[config.mk]
export PLATFORM = sky130hd
export DESIGN_NAME = intel_hex_data_extractor_top
export DESIGN_NICKNAME = d
export VERILOG_FILES = /design/src/rtl/core/ihde_pkg.sv /design/src/rtl/core/intel_hex_data_extractor_top.sv
export VERILOG_INCLUDE_DIRS = /design/src /design/src/rtl/core
export SDC_FILE = /design/constraint.sdc
export NUM_CORES = 1
export LEC_CHECK = 0
export BUFFER_PORTS_ARGS = -buffer_cell sky130_fd_sc_hd__buf_2
export CAP_MARGIN = 10
export CORE_UTILIZATION = 55
export DETAILED_ROUTE_END_ITERATION = 10
export PLACE_DENSITY = 0.76
export SLEW_MARGIN = 10
export SYNTH_ARGS = -nofsm -noshare
export SYNTH_HDL_FRONTEND = slang
export SYNTH_SLANG_ARGS = --single-unit
[constraint.sdc]
create_clock -name clk -period 4.05 [get_ports clk]
set_clock_uncertainty 0.1 [all_clocks]
set_input_delay 0 -clock clk [delete_from_list [all_inputs] [get_ports clk]]
set_output_delay 0 -clock clk [all_outputs]
set_load 0.05 [all_outputs]
[src/rtl/core/intel_hex_data_extractor_top_defines.svh]
// Assertion macros for the Intel HEX data extractor.
// Used by intel_hex_data_extractor_top; no other dependencies.
`ifndef INTEL_HEX_DATA_EXTRACTOR_TOP_DEFINES_SVH
`define INTEL_HEX_DATA_EXTRACTOR_TOP_DEFINES_SVH

`ifndef NO_ASSERTIONS
// Property checked on every clock edge outside reset.
`define IHDE_ASSERT(label, prop, msg) \
	label: assert property (@(posedge clk) disable iff (!arst_n) (prop)) else $error(msg);
// Condition that must never be seen outside reset.
`define IHDE_NEVER(label, cond, msg) \
	label: assert property (@(posedge clk) disable iff (!arst_n) !(cond)) else $error(msg);
`else
`define IHDE_ASSERT(label, prop, msg)
`define IHDE_NEVER(label, cond, msg)
`endif

`endif

[src/rtl/core/ihde_pkg.sv]
// Package for the Intel HEX data extractor: character codes, line positions
// and the hex digit decode functions. No dependencies.
`default_nettype none

package ihde_pkg;

	typedef logic [3:0] pos_t;

	localparam logic [7:0] CH_NEWLINE = 8'h0A;
	localparam logic [7:0] CH_COLON   = 8'h3A;
	localparam logic [7:0] CH_0       = 8'h30;
	localparam logic [7:0] CH_9       = 8'h39;
	localparam logic [7:0] CH_UA      = 8'h41;
	localparam logic [7:0] CH_UF      = 8'h46;
	localparam logic [7:0] CH_LA      = 8'h61;
	localparam logic [7:0] CH_LF      = 8'h66;

	// Place in the current line.
	localparam pos_t POS_START   = 4'd0;
	localparam pos_t POS_LEN_HI  = 4'd1;
	localparam pos_t POS_LEN_LO  = 4'd2;
	localparam pos_t POS_TYPE_HI = 4'd7;
	localparam pos_t POS_TYPE_LO = 4'd8;
	localparam pos_t POS_DATA_HI = 4'd9;
	localparam pos_t POS_DATA_LO = 4'd10;

	// Nibble in bits 3..0, bit 4 set when the character is not a hex digit.
	function automatic logic [4:0] decode_digit(input logic [7:0] c);
		logic [4:0] d;
		if (c >= CH_0 && c <= CH_9) begin
			d = {1'b0, c[3:0]};
		end else if ((c >= CH_UA && c <= CH_UF) || (c >= CH_LA && c <= CH_LF)) begin
			// Letters A..F sit at low nibble 1..6 in both cases.
			d = {1'b0, 4'(c[3:0] + 4'd9)};
		end else begin
			d = 5'h10;
		end
		return d;
	endfunction

	// Byte in bits 7..0, bit 8 set when either digit was bad.
	function automatic logic [8:0] combine_pair(input logic [4:0] hi, input logic [4:0] lo);
		logic [3:0] h;
		logic [7:0] b;
		h = hi[4] ? 4'hF : hi[3:0];
		b = lo[4] ? 8'hFF : {h, lo[3:0]};
		return {hi[4] | lo[4], b};
	endfunction

endpackage

`default_nettype wire

[src/rtl/core/intel_hex_data_extractor_top.sv]
// Intel HEX data extractor: one ASCII character per item in, one decoded
// type 0 data byte per item out. A byte is written to the output register
// (the skid register on an output stall) as its low digit is accepted.
// Throughput: one character per cycle while the skid is empty, set by the
// single decode step; the skid keeps input ready high through one output stall.
// Reset (arst_n low) clears line state, output and skid valid flags.
`default_nettype none
`include "intel_hex_data_extractor_top_defines.svh"

module intel_hex_data_extractor_top
	import ihde_pkg::*;
(
	input  wire logic       clk,
	input  wire logic       arst_n,
	input  wire logic       s_tvalid,
	output logic            s_tready,
	input  wire logic [7:0] s_tdata,   // [7:0] char_in
	output logic            m_tvalid,
	input  wire logic       m_tready,
	output logic [7:0]      m_tdata,   // [7:0] data_byte
	output logic            m_tuser    // [0] bad_digit
);

	pos_t       pos_q, pos_d;
	logic       active_q, active_d;
	logic [7:0] len_q, len_d;
	logic       len_bad_q, len_bad_d;
	logic       type_ok_q, type_ok_d;
	logic [4:0] hi_q, hi_d;
	logic [7:0] bytes_q, bytes_d;

	logic       accept;
	logic [4:0] digit;
	logic [8:0] pair;
	logic       data_open;
	logic       res_valid;

	logic       out_valid_q, skid_valid_q;
	logic [8:0] out_data_q, skid_data_q;

	assign accept = s_tvalid && s_tready;
	assign digit  = decode_digit(s_tdata);
	assign pair   = combine_pair(hi_q, digit);
	assign data_open = type_ok_q && !len_bad_q && (bytes_q < len_q);

	always_comb begin
		pos_d     = pos_q;
		active_d  = active_q;
		len_d     = len_q;
		len_bad_d = len_bad_q;
		type_ok_d = type_ok_q;
		hi_d      = hi_q;
		bytes_d   = bytes_q;
		res_valid = 1'b0;
		if (accept) begin
			if (s_tdata == CH_NEWLINE) begin
				pos_d    = POS_START;
				active_d = 1'b0;
				bytes_d  = '0;
			end else if (pos_q == POS_START) begin
				active_d = (s_tdata == CH_COLON);
				bytes_d  = '0;
				pos_d    = POS_LEN_HI;
			end else if (active_q) begin
				case (pos_q) inside
					POS_LEN_HI, POS_TYPE_HI: begin
						hi_d  = digit;
						pos_d = 4'(pos_q + 4'd1);
					end
					POS_LEN_LO: begin
						len_d     = pair[7:0];
						len_bad_d = pair[8];
						pos_d     = 4'(pos_q + 4'd1);
					end
					POS_TYPE_LO: begin
						// Only a clean type 00 opens the data field.
						type_ok_d = (pair == 9'd0);
						pos_d     = POS_DATA_HI;
					end
					POS_DATA_HI: begin
						if (data_open) begin
							hi_d  = digit;
							pos_d = POS_DATA_LO;
						end
					end
					POS_DATA_LO: begin
						if (data_open) begin
							res_valid = 1'b1;
							bytes_d   = 8'(bytes_q + 8'd1);
							pos_d     = POS_DATA_HI;
						end
					end
					default: begin
						pos_d = 4'(pos_q + 4'd1);
					end
				endcase
			end
		end
	end

	always_ff @(posedge clk or negedge arst_n) begin
		if (!arst_n) begin
			pos_q     <= POS_START;
			active_q  <= 1'b0;
			len_q     <= '0;
			len_bad_q <= 1'b0;
			type_ok_q <= 1'b0;
			hi_q      <= '0;
			bytes_q   <= '0;
		end else begin
			pos_q     <= pos_d;
			active_q  <= active_d;
			len_q     <= len_d;
			len_bad_q <= len_bad_d;
			type_ok_q <= type_ok_d;
			hi_q      <= hi_d;
			bytes_q   <= bytes_d;
		end
	end

	// Output register with one skid entry behind it.
	always_ff @(posedge clk or negedge arst_n) begin
		if (!arst_n) begin
			out_valid_q  <= 1'b0;
			skid_valid_q <= 1'b0;
		end else if (m_tready || !out_valid_q) begin
			if (skid_valid_q) begin
				out_valid_q  <= 1'b1;
				skid_valid_q <= 1'b0;
			end else begin
				out_valid_q <= res_valid;
			end
		end else if (res_valid) begin
			skid_valid_q <= 1'b1;
		end
	end

	always_ff @(posedge clk) begin
		if (m_tready || !out_valid_q) begin
			out_data_q <= skid_valid_q ? skid_data_q : pair;
		end else if (res_valid) begin
			skid_data_q <= pair;
		end
	end

	assign s_tready = !skid_valid_q;
	assign m_tvalid = out_valid_q;
	assign m_tdata  = out_data_q[7:0];
	assign m_tuser  = out_data_q[8];

	`IHDE_ASSERT(a_skid_behind_out, skid_valid_q |-> out_valid_q, "skid holds an item while output is empty")
	`IHDE_ASSERT(a_pos_range, pos_q <= POS_DATA_LO, "line position out of range")
	`IHDE_ASSERT(a_emit_in_length, res_valid |-> (bytes_q < len_q) && type_ok_q, "byte emitted beyond record length")
	`IHDE_ASSERT(a_idle_line, (!active_q && pos_q != POS_START) |-> pos_q == POS_LEN_HI, "non-record line advanced its position")

endmodule

`default_nettype wire
# Word level (Yosys, flattened, before mapping)
# Cells that the tools add are included.
[op_classes]
muxes = 44
eq_ne = 16
n_reduce_logical = 28
bitwise_logic = 6
n_lt_le_gt_ge = 7
addsub = 3
[ops]
columns = ["cell", "count"]
rows = [
  ["2-to-1 mux 8 bit", 10],
  ["2-to-1 mux 4 bit", 11],
  ["2-to-1 mux 5 bit", 7],
  ["greater-or-equal comparator 8 x 7 -> 1 bit (second input constant)", 2],
  ["<= comparator 8 x 7 -> 1 bit (second input constant)", 2],
  ["AND reduction 8 bit", 2],
  ["2-to-1 mux 1 bit", 15],
  ["!= test 7 x 6 -> 1 bit (second input constant)", 2],
  ["== test 4 bit (second input constant)", 3],
  ["!= test 3 bit (second input constant)", 4],
  ["logical NOT 9 bit", 1],
  ["2-to-1 mux 9 bit", 1],
  ["nonzero test 3 bit", 3],
  ["adder 8 x 1 -> 8 bit (second input constant)", 1],
  ["== test 8 x 4 -> 1 bit (second input constant)", 1],
  ["== test 8 x 6 -> 1 bit (second input constant)", 1],
  ["greater-or-equal comparator 8 x 6 -> 1 bit (second input constant)", 1],
  ["<= comparator 8 x 6 -> 1 bit (second input constant)", 1],
  ["less-than comparator 8 bit", 1],
  ["nonzero test 2 bit", 4],
  ["AND reduction 7 bit", 1],
  ["logical AND 1 bit", 6],
  ["AND reduction 6 bit", 1],
  ["NOT 1 bit", 5],
  ["other kinds (13)", 18],
]
[word_totals]
in_bits = 12
word_cells = 115
ff_bits = 48

# Longest topological paths before layout
[logic_depth]
ltp_word = 15
mapped_depth = 8

# Worst setup path after synthesis
# No wires, ideal clock.
[synth_path]
path_kind = "reg-to-reg"
from = "reg bytes_q[2]"
to = "reg skid_data_q[0] (enable)"
setup_slack_ps = 1446
t_required_ps = 3576
setup_time_ps = 374
stages_incl_launch_ff = 7
path_buffers = 0
arrival_ps = 2130
synth_period_minus_slack_ps = 2604
path_cell_list = "dfrtp_1 ha_1 a211oi_1 o21ai_1 a2111oi_4 nand2_1 nor2_1"
[synth_between]
elab_chain_cells = 13
[synth_lines]
columns = ["element", "line", "rtl"]
rows = [
  ["start, declared", "intel_hex_data_extractor_top.sv:30", "logic [7:0] bytes_q, bytes_d;"],
  ["start signal, assigned", "intel_hex_data_extractor_top.sv:117", "bytes_q <= bytes_d;"],
  ["less-than comparator 8 bit", "intel_hex_data_extractor_top.sv:44", "assign data_open = type_ok_q && !len_bad_q && (bytes_q < len_q);"],
  ["logical AND 1 bit", "intel_hex_data_extractor_top.sv:44", ""],
  ["2-to-1 mux 1 bit", "intel_hex_data_extractor_top.sv:87", "if (data_open) begin"],
  ["2-to-1 mux 1 bit (5 in series)", "intel_hex_data_extractor_top.sv:65", "case (pos_q) inside"],
  ["2-to-1 mux 1 bit", "intel_hex_data_extractor_top.sv:64", "end else if (active_q) begin"],
  ["2-to-1 mux 1 bit", "intel_hex_data_extractor_top.sv:60", "end else if (pos_q == POS_START) begin"],
  ["2-to-1 mux 1 bit", "intel_hex_data_extractor_top.sv:56", "if (s_tdata == CH_NEWLINE) begin"],
  ["2-to-1 mux 1 bit", "intel_hex_data_extractor_top.sv:55", "if (accept) begin"],
  ["AND reduction 2 bit (no source line)", "n/a", ""],
  ["end signal, assigned", "intel_hex_data_extractor_top.sv:142", "skid_data_q <= pair;"],
  ["end, declared", "intel_hex_data_extractor_top.sv:39", "logic [8:0] out_data_q, skid_data_q;"],
]
# Every way passes these cells.
# A chain may end at the register's enable or synchronous reset.

# Final worst setup path
[layout_path]
from = "reg len_q[7]"
to = "reg skid_data_q[0] (enable)"
[layout_between]
elab_chain_cells = 13
[layout_lines]
columns = ["element", "line", "rtl"]
rows = [
  ["start, declared", "intel_hex_data_extractor_top.sv:26", "logic [7:0] len_q, len_d;"],
  ["start signal, assigned", "intel_hex_data_extractor_top.sv:113", "len_q <= len_d;"],
  ["less-than comparator 8 bit", "intel_hex_data_extractor_top.sv:44", ""],
  ["logical AND 1 bit", "intel_hex_data_extractor_top.sv:44", ""],
  ["2-to-1 mux 1 bit", "intel_hex_data_extractor_top.sv:87", ""],
  ["2-to-1 mux 1 bit (5 in series)", "intel_hex_data_extractor_top.sv:65", ""],
  ["2-to-1 mux 1 bit", "intel_hex_data_extractor_top.sv:64", ""],
  ["2-to-1 mux 1 bit", "intel_hex_data_extractor_top.sv:60", ""],
  ["2-to-1 mux 1 bit", "intel_hex_data_extractor_top.sv:56", ""],
  ["2-to-1 mux 1 bit", "intel_hex_data_extractor_top.sv:55", ""],
  ["AND reduction 2 bit (no source line)", "n/a", ""],
]
# Every way passes these cells.

==> results.sh <==
export IMPL_status="finished clean"
export IMPL_dieArea_um2=5331
export IMPL_num_vias=2020
export IMPL_core_um2=4786
export IMPL_grt_pass1_wl_um=9604
export IMPL_maxSlewViolCount=0
export IMPL_ys_ff_latch=48
export IMPL_synth_cells=249
export IMPL_hold_path_class="input port to flip-flop"
export IMPL_synth_async_sr_flop_share=0.6250
export IMPL_p_leak_nw=1.323
export IMPL_grt_pass1_vias=1993
export IMPL_arrival_ns=2.83
export IMPL_overflow=0
export IMPL_critical_path_class="flip-flop to flip-flop"
export IMPL_antenna_left=0
export IMPL_grt_total_usage=0.2431
export IMPL_hp_start="s_tdata[1]"
export IMPL_rsz0062_at_grt="no"
export IMPL_ys_flop_type="dfrtp_1"
export IMPL_vdd_ir_drop_max_mv=0.2363
export IMPL_cts_buffers=5
export IMPL_dpl_instance_area_um2=2930
export IMPL_drive_gt1_frac=0.2419
export IMPL_layout_setup_ws_ns=1.049
export IMPL_start_util=0.5796
export IMPL_dieHeight_um=73.02
export IMPL_post_cts_buffers=0
export IMPL_firstDrtPassIters=4
export IMPL_relSlewSlack=0.4684
export IMPL_startpoint_type="flip-flop"
export IMPL_htree_levels=2
export IMPL_clk_latency_ns=0.31
export IMPL_ys_warn_count=0
export IMPL_drtIter0Drc=130
export IMPL_crit_path_top_delay_cell="nor2_1"
export IMPL_yosysSeqAreaShare=0.4655
export IMPL_clk_pin_slew_worst_paths_ns=0.09
export IMPL_drc=0
export IMPL_wl_um=5751
export IMPL_fin_crit_ns=3.001
export IMPL_grt_max_degree=31
export IMPL_fmax_mhz=333.2
export IMPL_required_ns=3.88
export IMPL_cts_resized=0
export IMPL_avgViaCountPerCell=5.872
export IMPL_area_growth_pct=11.46
export IMPL_crit_chain="inv_1 > ha_1 > a211oi_1 > o211ai_1 > a2111oi_4 > nand2_1 > nor2_1"
export IMPL_antenna_found_initial=0
export IMPL_critPathMaxStageDelay_ns=0.64
export IMPL_wl_per_cell_um=16.72
export IMPL_crit_path_end_kind="flip-flop"
export IMPL_hold_violations=0
export IMPL_gp_congestion=0.8465
export IMPL_cts_tree="done"
export IMPL_hold_buffers=4
export IMPL_rows=25
export IMPL_dp_hpwl_um=4177
export IMPL_yosys_top_cells_area="dfrtp_1, edfxtp_1, mux2_2, ha_1, nand2_1"
export IMPL_holdWs_ns=0.02272
export IMPL_cellPowerDensity_nw_per_um2=350.5
export IMPL_layout_cells_non_filler=344
export IMPL_maxCapViolCount=0
export IMPL_syn_area_per_cell_um2=11.14
export IMPL_yosysTopAreaCell="dfrtp_1"
export IMPL_setup_viol=0
export IMPL_dp_cells=332
export IMPL_nNetsFinal=304
export IMPL_synth_cell_types=59
export IMPL_netlist_area_leader_share=0.2706
export IMPL_synth_nets=277
export IMPL_r2r_start="len_q[7]"
export IMPL_synth_area_um2=2774
export IMPL_io_pins=23
export IMPL_cts_sinks=48
export IMPL_finalSetupTns_ns=0
export IMPL_dp_slack_ns=1.057
export IMPL_root_buffer="clkbuf_8"
export IMPL_final_area_um2=3092
export IMPL_synth_edff_count=18
export IMPL_finalCritPeriodShare=0.7411
export IMPL_worstMarginPinSlew_ns=0.7945
export IMPL_cp_max_fo=9
export IMPL_antenna_cells=0
export IMPL_cts_buffer_depth=2
export IMPL_crit_path_start="len_q[7]"
export IMPL_numPortBuffers=22
export IMPL_chipWidth_um=73.02
-- cells by family (layout without fill, tap and decap cells) --
| kind of cell | count (synthesis) | count (layout) | share of synthesized area |
|---|---|---|---|
| AO/OA/AOI/OAI | 55 | 55 | 0.1489 |
| multiplexers | 24 | 24 | 0.09518 |
| flip-flops | 48 | 48 | 0.4655 |
| AND/OR/NAND/NOR | 82 | 82 | 0.1804 |
| adder cells (fa/ha/maj) | 16 | 16 | 0.07217 |
| buffers and inverters | 24 | 52 | 0.03789 |
-- metal layers --
| metal | part of all wire | global-route usage | vias to the layer above |
|---|---|---|---|
| met1 | 0.45 | 0.3159 | 967 |
| met4 | 0.030 | 0.1285 | 0 |
| met5 | 0 | 0 | - |
| met2 | 0.47 | 0.3827 | 68 |
| met3 | 0.045 | 0.04972 | 13 |
| li1 | - | - | 972 |
-- placed cells by master (no fill, tap or decap), drive strengths merged, types with 5 or more instances in the layout --
master	instances
nor2	10
mux2	19
buf	22
mux2i	5
inv	18
clkbuf	6
nand3	7
edfxtp	18
ha	16
dfrtp	30
nand2b	9
o21ai	17
nand2	23
a21oi	9
nand4	6
-- state kept, by name, summed over array words and instances (netlist names), 4 cells and up --
signal / count
bytes_q: 8
hi_q: 5
len_q: 8
out_data_q: 9
pos_q: 4
skid_data_q: 9
-- path summary, 6_finish.rpt --
path | endpoint | slack, ns | depth (start not counted)
max in group asynchronous | hi_q[4] | 3.19 | 2
worst max-delay path | skid_data_q[0] | 1.05 | 7
min in group asynchronous | len_q[6] | 0.18 | 2
worst min register to register | len_q[2] | 0.42 | 1
worst max register to register | skid_data_q[0] | 1.05 | 7
worst min-delay path | hi_q[1] | 0.02 | 3
-- through the flow --
stage	utilization	power, mW
after floorplan	-	0.6674
after global placement	0.6123	0.7139
after detailed placement	0.6123	0.7201
after CTS	0.6460	1.089
after global routing	0.6460	1.130
final	0.6460	1.084
-- layout make-up --
cell class | count | area [um2]
clock buffer | 6 | 82.58
clock inverter | 2 | 38.79
fill | 391 | 1694
inverter | 18 | 67.56
multi-input combinational | 177 | 1378
sequential | 48 | 1291
tap | 67 | 83.83
timing repair buffer | 26 | 150.1
-- Yosys cell counts (all sizes together) (4+ instances only) --
| library cell | instances |
|---|---|
| a21oi | 9 |
| dfrtp | 30 |
| nand2 | 23 |
| o21ai | 17 |
| nand4 | 6 |
| ha | 16 |
| or2 | 4 |
| edfxtp | 18 |
| nand3 | 7 |
| nand2b | 9 |
| mux2i | 5 |
| mux2 | 19 |
| o211ai | 4 |
| a211oi | 4 |
| inv | 18 |
| buf | 5 |
| nor2 | 10 |
-- where the power goes --
part           internal, mW  leakage (nW)  total, mW  switching [mW]
clock                 0.202        0.0614      0.368           0.166
combinational        0.0663         0.699      0.189           0.122
sequential            0.514         0.563      0.527          0.0125
total                 0.782          1.32       1.08           0.301
-- critical path, delay by kind of cell, from the launching register on --
| kind | cells | cell delay [ns] |
|---|---|---|
| flip-flops | 1 | 0.37 |
| AO/OA/AOI/OAI | 3 | 1.02 |
| buffers and inverters | 1 | 0.08 |
| AND/OR/NAND/NOR | 2 | 0.81 |
| adder cells (fa/ha/maj) | 1 | 0.25 |
(Power assumes the default switching activity.)
